`src/design/echo_distance_median_filter_macros.svh`:
```
// assertion macros for the echo distance median filter
`ifndef ECHO_DISTANCE_MEDIAN_FILTER_MACROS_SVH
`define ECHO_DISTANCE_MEDIAN_FILTER_MACROS_SVH
`ifndef SYNTHESIS
// same-cycle implication, disabled while in reset
`define EDMF_ASSERT_IMPLY(label, clk, rst_n, cond, expr) \
    label: assert property (@(posedge clk) disable iff (!rst_n) (cond) |-> (expr)) \
        else $error("implication check failed");
// next-cycle implication, disabled while in reset
`define EDMF_ASSERT_NEXT(label, clk, rst_n, cond, expr) \
    label: assert property (@(posedge clk) disable iff (!rst_n) (cond) |=> (expr)) \
        else $error("next-cycle check failed");
`else
`define EDMF_ASSERT_IMPLY(label, clk, rst_n, cond, expr)
`define EDMF_ASSERT_NEXT(label, clk, rst_n, cond, expr)
`endif
`endif

```
`src/design/edmf_pkg.sv`:
```
// shared types and constants of the echo distance median filter
`timescale 1ns / 1ps
`default_nettype none
package edmf_pkg;

    localparam int DIST_W = 16;
    localparam int DIV_W  = 8;

    localparam logic [DIV_W-1:0] US_PER_CM_RESET = 8'd58;

    // status of an iterative unit
    typedef struct packed {
        logic busy;
        logic done;
    } status_t;

    // request to the rank selection unit
    typedef struct packed {
        logic              start;
        logic [DIST_W-1:0] sample;
    } rank_req_t;

endpackage
`default_nettype wire

```
`src/design/edmf_divider.sv`:
```
// restoring divider, one quotient bit per cycle
`timescale 1ns / 1ps
`default_nettype none
module edmf_divider
(
    input  wire logic                        clk,
    input  wire logic                        rst_n,
    input  wire logic                        start,
    input  wire logic [edmf_pkg::DIST_W-1:0] dividend,
    input  wire logic [edmf_pkg::DIV_W-1:0]  divisor,
    output edmf_pkg::status_t                status,
    output logic      [edmf_pkg::DIST_W-1:0] quotient
);

    localparam int CNT_W = $clog2(edmf_pkg::DIST_W);

    logic                        busy_reg;
    logic                        done_reg;
    logic [CNT_W-1:0]            cnt_reg;
    logic [edmf_pkg::DIST_W-1:0] dvd_reg;
    logic [edmf_pkg::DIV_W-1:0]  rem_reg;
    logic [edmf_pkg::DIV_W-1:0]  div_reg;

    logic [edmf_pkg::DIV_W:0]    trial;
    logic [edmf_pkg::DIV_W:0]    diff;
    logic                        q_bit;
    logic [edmf_pkg::DIV_W-1:0]  rem_next;

    // a zero divisor always subtracts, so the quotient saturates to all ones
    assign trial    = {rem_reg, dvd_reg[edmf_pkg::DIST_W-1]};
    assign diff     = trial - {1'b0, div_reg};
    assign q_bit    = (trial >= {1'b0, div_reg});
    assign rem_next = q_bit ? diff[edmf_pkg::DIV_W-1:0] : trial[edmf_pkg::DIV_W-1:0];

    always_ff @(posedge clk or negedge rst_n)
    begin
        if (!rst_n)
        begin
            busy_reg <= 1'b0;
            done_reg <= 1'b0;
            cnt_reg  <= '0;
        end
        else
        begin
            done_reg <= 1'b0;
            if (start && !busy_reg)
            begin
                busy_reg <= 1'b1;
                cnt_reg  <= '0;
            end
            else if (busy_reg)
            begin
                cnt_reg <= cnt_reg + 1'b1;
                if (cnt_reg == CNT_W'(edmf_pkg::DIST_W - 1))
                begin
                    busy_reg <= 1'b0;
                    done_reg <= 1'b1;
                end
            end
        end
    end

    always_ff @(posedge clk)
    begin
        if (start && !busy_reg)
        begin
            dvd_reg <= dividend;
            rem_reg <= '0;
            div_reg <= divisor;
        end
        else if (busy_reg)
        begin
            dvd_reg <= {dvd_reg[edmf_pkg::DIST_W-2:0], q_bit};
            rem_reg <= rem_next;
        end
    end

    assign status.busy = busy_reg;
    assign status.done = done_reg;
    assign quotient    = dvd_reg;

endmodule
`default_nettype wire

```
`src/design/edmf_rank_select.sv`:
```
// sample window as a rotating ring with one shared comparator for rank counting
`timescale 1ns / 1ps
`default_nettype none
module edmf_rank_select
#(
    parameter int WINDOW = 8
)
(
    input  wire logic                        clk,
    input  wire logic                        rst_n,
    input  edmf_pkg::rank_req_t              req,
    output edmf_pkg::status_t                status,
    output logic      [edmf_pkg::DIST_W-1:0] median
);

    localparam int CW   = $clog2(WINDOW + 1);
    localparam int IW   = $clog2(WINDOW);
    localparam int RANK = WINDOW / 2;

    localparam logic [1:0] R_IDLE = 2'd0;
    localparam logic [1:0] R_LOAD = 2'd1;
    localparam logic [1:0] R_CMP  = 2'd2;
    localparam logic [1:0] R_SKIP = 2'd3;

    logic [1:0]                  state_reg;
    logic [1:0]                  state_next;
    logic [edmf_pkg::DIST_W-1:0] win_reg [WINDOW];
    logic [edmf_pkg::DIST_W-1:0] cand_reg;
    logic [CW-1:0]               below_reg;
    logic [CW-1:0]               not_above_reg;
    logic [IW-1:0]               step_reg;
    logic [IW-1:0]               cand_cnt_reg;
    logic [edmf_pkg::DIST_W-1:0] median_reg;
    logic                        done_reg;
    logic                        rotate;
    logic                        last_cand;
    logic                        rank_hit;

    // oldest entry drops out at the far end, so a shift equals the ring write
    assign rotate    = (state_reg == R_LOAD) || (state_reg == R_CMP) || (state_reg == R_SKIP);
    assign last_cand = (cand_cnt_reg == IW'(WINDOW - 1));
    assign rank_hit  = (below_reg <= CW'(RANK)) && (CW'(RANK) < not_above_reg);

    always_comb
    begin
        state_next = state_reg;
        unique case (state_reg)
            R_IDLE:
            begin
                if (req.start)
                begin
                    state_next = R_LOAD;
                end
            end
            R_LOAD:
            begin
                state_next = R_CMP;
            end
            R_CMP:
            begin
                if (step_reg == IW'(WINDOW - 2))
                begin
                    state_next = R_SKIP;
                end
            end
            R_SKIP:
            begin
                state_next = last_cand ? R_IDLE : R_LOAD;
            end
            default:
            begin
                state_next = R_IDLE;
            end
        endcase
    end

    always_ff @(posedge clk or negedge rst_n)
    begin
        if (!rst_n)
        begin
            state_reg    <= R_IDLE;
            step_reg     <= '0;
            cand_cnt_reg <= '0;
            done_reg     <= 1'b0;
            for (int i = 0; i < WINDOW; i++)
            begin
                win_reg[i] <= '0;
            end
        end
        else
        begin
            state_reg <= state_next;
            done_reg  <= (state_reg == R_SKIP) && last_cand;
            if ((state_reg == R_IDLE) && req.start)
            begin
                win_reg[0] <= req.sample;
                for (int i = 1; i < WINDOW; i++)
                begin
                    win_reg[i] <= win_reg[i-1];
                end
            end
            else if (rotate)
            begin
                win_reg[WINDOW-1] <= win_reg[0];
                for (int i = 0; i < WINDOW - 1; i++)
                begin
                    win_reg[i] <= win_reg[i+1];
                end
            end
            if (state_reg == R_LOAD)
            begin
                step_reg <= '0;
            end
            else if (state_reg == R_CMP)
            begin
                step_reg <= step_reg + 1'b1;
            end
            if (state_reg == R_SKIP)
            begin
                cand_cnt_reg <= last_cand ? '0 : cand_cnt_reg + 1'b1;
            end
        end
    end

    // candidate counts itself once at load; the others pass the comparator
    always_ff @(posedge clk)
    begin
        if (state_reg == R_LOAD)
        begin
            cand_reg      <= win_reg[0];
            below_reg     <= '0;
            not_above_reg <= CW'(1);
        end
        else if (state_reg == R_CMP)
        begin
            if (win_reg[0] < cand_reg)
            begin
                below_reg <= below_reg + 1'b1;
            end
            if (win_reg[0] <= cand_reg)
            begin
                not_above_reg <= not_above_reg + 1'b1;
            end
        end
        if ((state_reg == R_SKIP) && rank_hit)
        begin
            median_reg <= cand_reg;
        end
    end

    assign status.busy = (state_reg != R_IDLE);
    assign status.done = done_reg;
    assign median      = median_reg;

endmodule
`default_nettype wire

```
`src/design/echo_distance_median_filter.sv`:
```
// echo time to distance conversion with sliding window median
// flow: each item passes the serial divider, then the single comparator rank count over the
//   rotating window, then the output register; a new item is taken only once the sequencer is
//   idle again, and a result that finds the output register still stalled holds back the next item
// reset: window cleared to zero, divisor back to 58, no result pending
`timescale 1ns / 1ps
`default_nettype none
`include "echo_distance_median_filter_macros.svh"
module echo_distance_median_filter
#(
    parameter int WINDOW = 8
)
(
    input  wire logic                        clk,
    input  wire logic                        rst_n,
    // input item channel
    input  wire logic                        in_valid,
    output logic                             in_stall,
    input  wire logic [edmf_pkg::DIST_W-1:0] echo_time_us,
    // result item channel
    output logic                             out_valid,
    input  wire logic                        out_stall,
    output logic      [edmf_pkg::DIST_W-1:0] raw_cm,
    output logic      [edmf_pkg::DIST_W-1:0] median_cm,
    // divisor write channel
    input  wire logic                        cfg_valid,
    output logic                             cfg_ready,
    input  wire logic [edmf_pkg::DIV_W-1:0]  cfg_data
);

    // sequencer codes
    localparam logic [1:0] T_IDLE = 2'd0;
    localparam logic [1:0] T_DIV  = 2'd1;
    localparam logic [1:0] T_RANK = 2'd2;
    localparam logic [1:0] T_HOLD = 2'd3;

    logic [1:0]                  state_reg;
    logic [1:0]                  state_next;
    logic [edmf_pkg::DIV_W-1:0]  us_per_cm_reg;
    logic [edmf_pkg::DIST_W-1:0] raw_reg;
    logic                        out_valid_reg;
    logic [edmf_pkg::DIST_W-1:0] out_raw_reg;
    logic [edmf_pkg::DIST_W-1:0] out_median_reg;

    logic                        in_accept;
    logic                        slot_free;
    logic                        out_load;
    edmf_pkg::status_t           div_st;
    edmf_pkg::status_t           rank_st;
    edmf_pkg::rank_req_t         rank_req;
    logic [edmf_pkg::DIST_W-1:0] quotient;
    logic [edmf_pkg::DIST_W-1:0] median;

    // new items are taken only while both units are free; the output register
    // lets one finished result wait while the next item starts
    assign in_stall  = (state_reg != T_IDLE);
    assign in_accept = in_valid && !in_stall;
    assign cfg_ready = 1'b1;

    // output slot is free when empty or being taken this cycle
    assign slot_free = !out_valid_reg || !out_stall;
    assign out_load  = (((state_reg == T_RANK) && rank_st.done) || (state_reg == T_HOLD))
                       && slot_free;

    // distance goes into the window as soon as the divider finishes
    assign rank_req.start  = (state_reg == T_DIV) && div_st.done;
    assign rank_req.sample = quotient;

    edmf_divider u_div
    (
        .clk      (clk),
        .rst_n    (rst_n),
        .start    (in_accept),
        .dividend (echo_time_us),
        .divisor  (us_per_cm_reg),
        .status   (div_st),
        .quotient (quotient)
    );

    edmf_rank_select
    #(
        .WINDOW (WINDOW)
    )
    u_rank
    (
        .clk    (clk),
        .rst_n  (rst_n),
        .req    (rank_req),
        .status (rank_st),
        .median (median)
    );

    always_comb
    begin
        state_next = state_reg;
        unique case (state_reg)
            T_IDLE:
            begin
                if (in_accept)
                begin
                    state_next = T_DIV;
                end
            end
            T_DIV:
            begin
                if (div_st.done)
                begin
                    state_next = T_RANK;
                end
            end
            T_RANK:
            begin
                if (rank_st.done)
                begin
                    state_next = slot_free ? T_IDLE : T_HOLD;
                end
            end
            T_HOLD:
            begin
                if (slot_free)
                begin
                    state_next = T_IDLE;
                end
            end
            default:
            begin
                state_next = T_IDLE;
            end
        endcase
    end

    always_ff @(posedge clk or negedge rst_n)
    begin
        if (!rst_n)
        begin
            state_reg     <= T_IDLE;
            us_per_cm_reg <= edmf_pkg::US_PER_CM_RESET;
            out_valid_reg <= 1'b0;
        end
        else
        begin
            state_reg <= state_next;
            if (cfg_valid && cfg_ready)
            begin
                us_per_cm_reg <= cfg_data;
            end
            if (out_load)
            begin
                out_valid_reg <= 1'b1;
            end
            else if (!out_stall)
            begin
                out_valid_reg <= 1'b0;
            end
        end
    end

    // payload registers, no reset needed
    always_ff @(posedge clk)
    begin
        if (rank_req.start)
        begin
            raw_reg <= quotient;
        end
        if (out_load)
        begin
            out_raw_reg    <= raw_reg;
            out_median_reg <= median;
        end
    end

    assign out_valid = out_valid_reg;
    assign raw_cm    = out_raw_reg;
    assign median_cm = out_median_reg;

    // a unit finishing outside its own phase means the sequencer lost track
    `EDMF_ASSERT_IMPLY(a_div_done_phase, clk, rst_n, div_st.done, state_reg == T_DIV)
    `EDMF_ASSERT_IMPLY(a_rank_done_phase, clk, rst_n, rank_st.done, state_reg == T_RANK)
    // the rank unit only works while the sequencer waits for it
    `EDMF_ASSERT_IMPLY(a_rank_busy_phase, clk, rst_n, rank_st.busy, state_reg == T_RANK)
    // a result only waits internally while the output register is occupied
    `EDMF_ASSERT_IMPLY(a_hold_needs_full, clk, rst_n, state_reg == T_HOLD, out_valid_reg)
    // an accepted item always starts the divider
    `EDMF_ASSERT_NEXT(a_accept_starts_div, clk, rst_n, in_accept, div_st.busy)

endmodule
`default_nettype wire

```
`config.mk`:
```
export PLATFORM = sky130hd
export DESIGN_NAME = echo_distance_median_filter
export DESIGN_NICKNAME = d
export VERILOG_FILES = /design/src/design/edmf_pkg.sv /design/src/design/edmf_divider.sv /design/src/design/edmf_rank_select.sv /design/src/design/echo_distance_median_filter.sv
export VERILOG_INCLUDE_DIRS = /design/src /design/src/design
export SDC_FILE = /design/constraint.sdc
export NUM_CORES = 1
export LEC_CHECK = 0
export BUFFER_PORTS_ARGS = -buffer_cell sky130_fd_sc_hd__buf_4
export CORE_MARGIN = 2
export CORE_UTILIZATION = 41
export CTS_BUF_LIST = sky130_fd_sc_hd__clkbuf_4 sky130_fd_sc_hd__clkbuf_8
export DETAILED_ROUTE_END_ITERATION = 16
export GPL_TIMING_DRIVEN = 0
export PLACE_DENSITY = 0.68
export SYNTH_ARGS = -nofsm -noshare
export SYNTH_HDL_FRONTEND = slang
export SYNTH_SLANG_ARGS = --single-unit
```
`constraint.sdc`:
```
create_clock -name clk -period 5.7 [get_ports clk]
set_input_delay 1.14 -clock clk [delete_from_list [all_inputs] [get_ports clk]]
set_output_delay 1.14 -clock clk [all_outputs]
set_load 0.02 [all_outputs]
```
=== Yosys cells after proc, flatten, opt, wreduce, memory -nomap -nowiden ===
Index checks and enable logic that the tools add are counted.

* Input bits: 29
* Word-level logic and storage cells: 110
* Flip-flop bits (word level): 274
* Output and inout port bits: 35

* $lt $le $gt $ge: 5
* Add/sub/neg operators: 6
* Reduce and logical (&&, ||, !) cells: 27
* Multiplexer cells: 28
* Equal/unequal tests: 16

{| class="wikitable"
|+ Operators with widths
! operator !! count
|-
| two-way mux 128 bit || 2
|-
| two-way mux 16 bit || 2
|-
| <= comparator 16 bit || 1
|-
| < comparator 16 bit || 1
|-
| case mux 2 bit (4 select lines) || 2
|-
| two-way mux 2 bit || 7
|-
| adder 4 x 1 -> 4 bit, second input constant || 3
|-
| inequality test 2 x 1 -> 1 bit, second input constant || 5
|-
| greater-or-equal comparator 9 x 8 -> 1 bit || 1
|-
| logical AND 1 bit || 9
|-
| two-way mux 1 bit || 9
|-
| two-way mux 3 bit || 3
|-
| equality test 2 bit, second input constant || 4
|-
| two-way mux 4 bit || 2
|-
| two-way mux 8 bit || 1
|-
| nonzero test 2 bit || 4
|-
| subtractor 8 bit || 1
|-
| adder 3 x 1 -> 3 bit, second input constant || 2
|-
| equality test 3 bit, second input constant || 2
|-
| AND reduction 2 bit || 3
|-
| equality test 2 x 1 -> 1 bit, second input constant || 2
|-
| equality test 4 bit, second input constant || 1
|-
| <= comparator 4 x 3 -> 1 bit, second input constant || 1
|-
| logical NOT 1 bit || 4
|-
| other kinds (5) || 10
|}

=== Logic depth before layout (Yosys ltp) ===
* Depth after elaboration: 5
* Gate-level depth with buffers: 9
* Gate-level depth less buffers: 9

=== Cells and area by module ===
Synthesis repeated with hierarchy kept, for this count alone.

* Cell total of the unflattened synthesis: 983
* Area total of the unflattened synthesis: 11,941.5 sq um

{| class="wikitable"
|+ Modules (own cells, without submodules)
! module !! times used !! cells an instance !! sequential area each (sq um) !! area an instance (sq um)
|-
| edmf_rank_select || 1 || 744 || 4,549.4 || 8,097.8
|-
| edmf_divider || 1 || 156 || 1,031.0 || 1,929.4
|-
| echo_distance_median_filter || 1 || 83 || 1,721.7 || 1,914.3
|}

=== Worst setup path after synthesis ===
OpenSTA, ideal clock, no wires.

* Kind: flip-flop to flip-flop
* Start: register u_rank.not_above_reg[0]
* End: register u_rank.median_reg (netlist bit u_rank.median[0]) (enable)
* Clock period less this slack: 3.807 ns
* Library setup time: 0.478 ns
* Stages on the path, launching flop included: 6
* Data required time: 5.222 ns
* Setup slack: 1.893 ns
* Path buffers: 0
* Arrival: 3.329 ns
* Cells stage by stage: dfxtp_1 > inv_1 > ha_1 > inv_1 > a21oi_1 > a2111oi_0

* Word-level cells in the longest chain between the ends: 3

{| class="wikitable"
|+ RTL lines
! what !! RTL line !! RTL
|-
| start, declared || edmf_rank_select.sv:30 || <nowiki>logic [CW-1:0] not_above_reg;</nowiki>
|-
| start signal, assigned || edmf_rank_select.sv:142 || <nowiki>not_above_reg <= not_above_reg + 1'b1;</nowiki>
|-
| < comparator 3 x 4 -> 1 bit || edmf_rank_select.sv:42 || <nowiki>assign rank_hit = (below_reg <= CW'(RANK)) && (CW'(RANK) < not_above_reg);</nowiki>
|-
| logical AND 1 bit || edmf_rank_select.sv:42 ||
|-
| logical AND 1 bit || edmf_rank_select.sv:145 || <nowiki>if ((state_reg == R_SKIP) && rank_hit)</nowiki>
|-
| end signal, assigned || edmf_rank_select.sv:147 || <nowiki>median_reg <= cand_reg;</nowiki>
|-
| end, declared || edmf_rank_select.sv:33 || <nowiki>logic [edmf_pkg::DIST_W-1:0] median_reg;</nowiki>
|}

No other way between the ends.
A chain may end at the register's enable or synchronous reset.

==> flow_metrics.py <==
metrics = {
    "outcome": {
        "outcome": "finished, final reports clean",
    },
    "layout": {
        "final_nets": 1186,
        "diodes": 0,
        "stdcell_count": 1539,
        "multi_input_area_mm2": 0.004198,
        "drive_gt1_frac": 0.1706,
        "largest_reg_flops": 128,
        "syn_to_final_growth_pct": 16.60,
        "nFillCells": 2605,
        "seq_area_mm2": 0.007302,
        "final_cell_area_mm2": 0.01385,
    },
    "cts": {
        "cts_tree": "done",
        "cts_made_buffers": 45,
        "cts-root-buf": "clkbuf_8",
        "clk_latency_ps": 560,
        "cts.clk_slew.worst_paths_ps": 60,
        "cts_resized": 0,
        "cts_setup_buffers": 0,
        "cts_sinks": 274,
        "holdBufCountCts": 0,
        "h-tree-depth": 2,
        "clockBufferDepth": 3,
    },
    "synth": {
        "synthTopCellsByArea": "dfrtp_1 (32%), edfxtp_1 (26%), mux2i_1 (11%)",
        "synth_edf_count": 104,
        "yosys_warnings": 0,
        "postSynthCellCount": 1006,
        "synth_nets": 1074,
        "synth_area_mm2": 0.01188,
        "synth_cell_types": 57,
        "ys_seq_area_frac": 0.6146,
        "synth-seq-cells": 274,
        "synth.avg_cell_area_um2": 11.81,
        "yosysTopAreaCell": "dfrtp_1",
        "async_flop_share": 0.5620,
        "synth_top_cell_area_share": 0.3159,
        "synthFlopType": "dfrtp_1",
    },
    "power": {
        "pwr-share-clk": 0.242,
        "internal_power_uw": 4819,
        "p_comb_frac": 0.303,
        "p_sw_uw": 2458,
        "peakVddDrop_v": 0.0002762,
        "power_density_mw_per_mm2": 525.3,
        "leakagePower_uw": 0.006198,
        "swShare": 0.3378,
        "power_frac_seq": 0.455,
    },
    "placed_design": {
        "routabilityCongestion": 0.7926,
        "dp_hpwl_mm": 16.68,
        "dpl.cell_count": 1455,
        "place_area_mm2": 0.01291,
        "portBuffers": 61,
    },
    "global_route": {
        "antenna_found_initial": 0,
        "grt_pass1_wl_mm": 38.41,
        "grt_max_degree": 98,
        "grt_overflow_total": 0,
        "grt_usage": 0.1563,
        "grt_pass1_vias": 7569,
    },
    "sta": {
        "rsz0062_at_grt": "no",
        "layout_worst_path_cycle_share": 0.4869,
        "fmax_mhz": 360.3,
        "tightestPinTransition_ps": 1279,
        "maxSlewViolCount": 0,
        "finalHoldViolations": 0,
        "min_period_ps": 2775,
        "fin_skew_ps": 22.25,
        "slew_headroom": 0.1472,
        "holdWs_ps": 416.8,
        "setup_viol": 0,
        "final.setup.tns_ps": 0,
    },
    "floorplanning": {
        "rows": 62,
        "die_w_um": 174.2,
        "fp.coreArea_mm2": 0.02863,
        "die_y_um": 174.2,
        "io_pins": 64,
        "die-area_mm2": 0.03036,
        "initial_core_util": 0.4151,
    },
    "detailed_routing": {
        "drt-pass1-iter-count": 4,
        "wl_mm": 23.15,
        "vias": 7448,
        "wl_per_cell_um": 15.04,
        "drt.antenna.violating_nets": 0,
        "avgViaCountPerCell": 4.840,
        "drc_errors": 0,
        "drtIter0Drc": 438,
    },
    "worst_hold_path": {
        "hold_class": "reg -> reg",
    },
    "critical_path": {
        "arrival_ps": 3190,
        "required_ps": 6110,
        "end_kind": "flip-flop",
        "start_kind": "flip-flop",
        "critical_path_class": "reg -> reg",
        "cp_max_fo": 20,
    },
    "flow_run": {
        "maxCapViolCount": 0,
    },
}
## cell families (layout without fill, tap and decap cells)
family / after synthesis / after routing / share of synthesized area
mux: 144 / 144 / 0.1227
simple gates: 248 / 248 / 0.08783
xor+xnor: 7 / 7 / 0.005160
other cells: 1 / 1 / 0.0003156
fa+ha+maj: 39 / 39 / 0.04170
compound gates: 196 / 196 / 0.09415
buf+inv: 97 / 246 / 0.03359
flops: 274 / 274 / 0.6146
## path summary, 6_finish.rpt
check                            startpoint            endpoint  slack, ps  depth (start not counted)
min                        u_rank.median[9]        median_cm[9]        420                          0
min in group asynchronous             rst_n    us_per_cm_reg[7]        540                          1
max                            state_reg[1]   u_rank.win_reg[8]       2920                          7
min reg2reg                u_rank.median[9]        median_cm[9]        420                          0
max reg2reg                    state_reg[1]   u_rank.win_reg[8]       2920                          7
max in group asynchronous             rst_n  u_rank.win_reg[41]       4270                          2
## cells in the mapped netlist (4+ instances only)
library cell  count
edfxtp_1        104
a21oi_1         145
xor2_1            4
buf_2            22
a21o_1            4
nand2_1          68
dfrtp_1         150
ha_1             38
dfxtp_1          16
a22o_1            4
mux2_2           13
o211ai_1          5
buf_1             8
clkbuf_1         22
nor2_1          141
nand4_1           4
mux2i_1         131
dfstp_2           4
o21ai_0          18
nand2b_1          4
inv_1            41
nor2b_1           4
nand3_1          11
## per-layer routing
metal / routed length (µm) / part of all wire / GRT usage / vias up
met5: 0 / 0 / 0 / -
met4: 386 / 0.017 / 0.04272 / 0
met3: 962 / 0.042 / 0.02953 / 33
met2: 10600 / 0.46 / 0.2515 / 126
met1: 11210 / 0.48 / 0.2174 / 3520
li1: - / - / - / 3769
## cell usage in the layout, fill, tap and decap left out, drive strengths merged, types with 3 or more instances in the layout
master   netlist  final
buf           32     97
nand4          5      5
dfxtp         16     16
a2111oi        3      3
inv           42     43
mux2          13     13
mux2i        131    131
xor2           4      4
dfstp          4      4
nor2         142    142
a21o           4      4
nand2b         4      4
a21oi        145    145
nand3         11     11
a22o           4      4
a32oi          3      3
dfrtp        150    150
nor2b          4      4
clkbuf        22     92
xnor2          3      3
or3            3      3
clkinv         1     11
edfxtp       104    104
o211ai         5      5
ha            38     38
o21ai         18     18
nand2         68     68
## critical path, cell delays in order, from the launching register on
cell	delay (ps)
dfrtp_1	440
and3b_1	230
clkbuf_1	930
nand2_1	300
clkbuf_1	300
buf_2	270
nor2_1	120
a21oi_1	60
## through the flow
stage | utilization | power (µW) | setup WS [ps]
floorplan | - | 4918 | 1893
global placement | 0.4479 | 5451 | 920.6
detailed placement | 0.4510 | 5560 | 2876
CTS | 0.4840 | 7353 | 2853
global route | 0.4840 | 7785 | 2638
finish | 0.4840 | 7276 | 2925
## power groups by stage
stage                     Combinational, µW  Clock, µW  Sequential (µW)
after floorplan                        1760          0             3160
after global placement                 2130          0             3320
after detailed placement               2230          0             3330
after CTS                              2230       1810             3310
after global routing                   2500       1890             3390
final                                  2200       1760             3310
## layout make-up
type,instances,area share
inverter,43,0.01165
timing repair buffer,65,0.03820
sequential,274,0.5271
multi-input combinational,635,0.3030
buffer,54,0.01716
tap,384,0.03468
clock inverter,14,0.007225
clock buffer,70,0.06096
No activity file was read; power rests on OpenSTA's default activity.
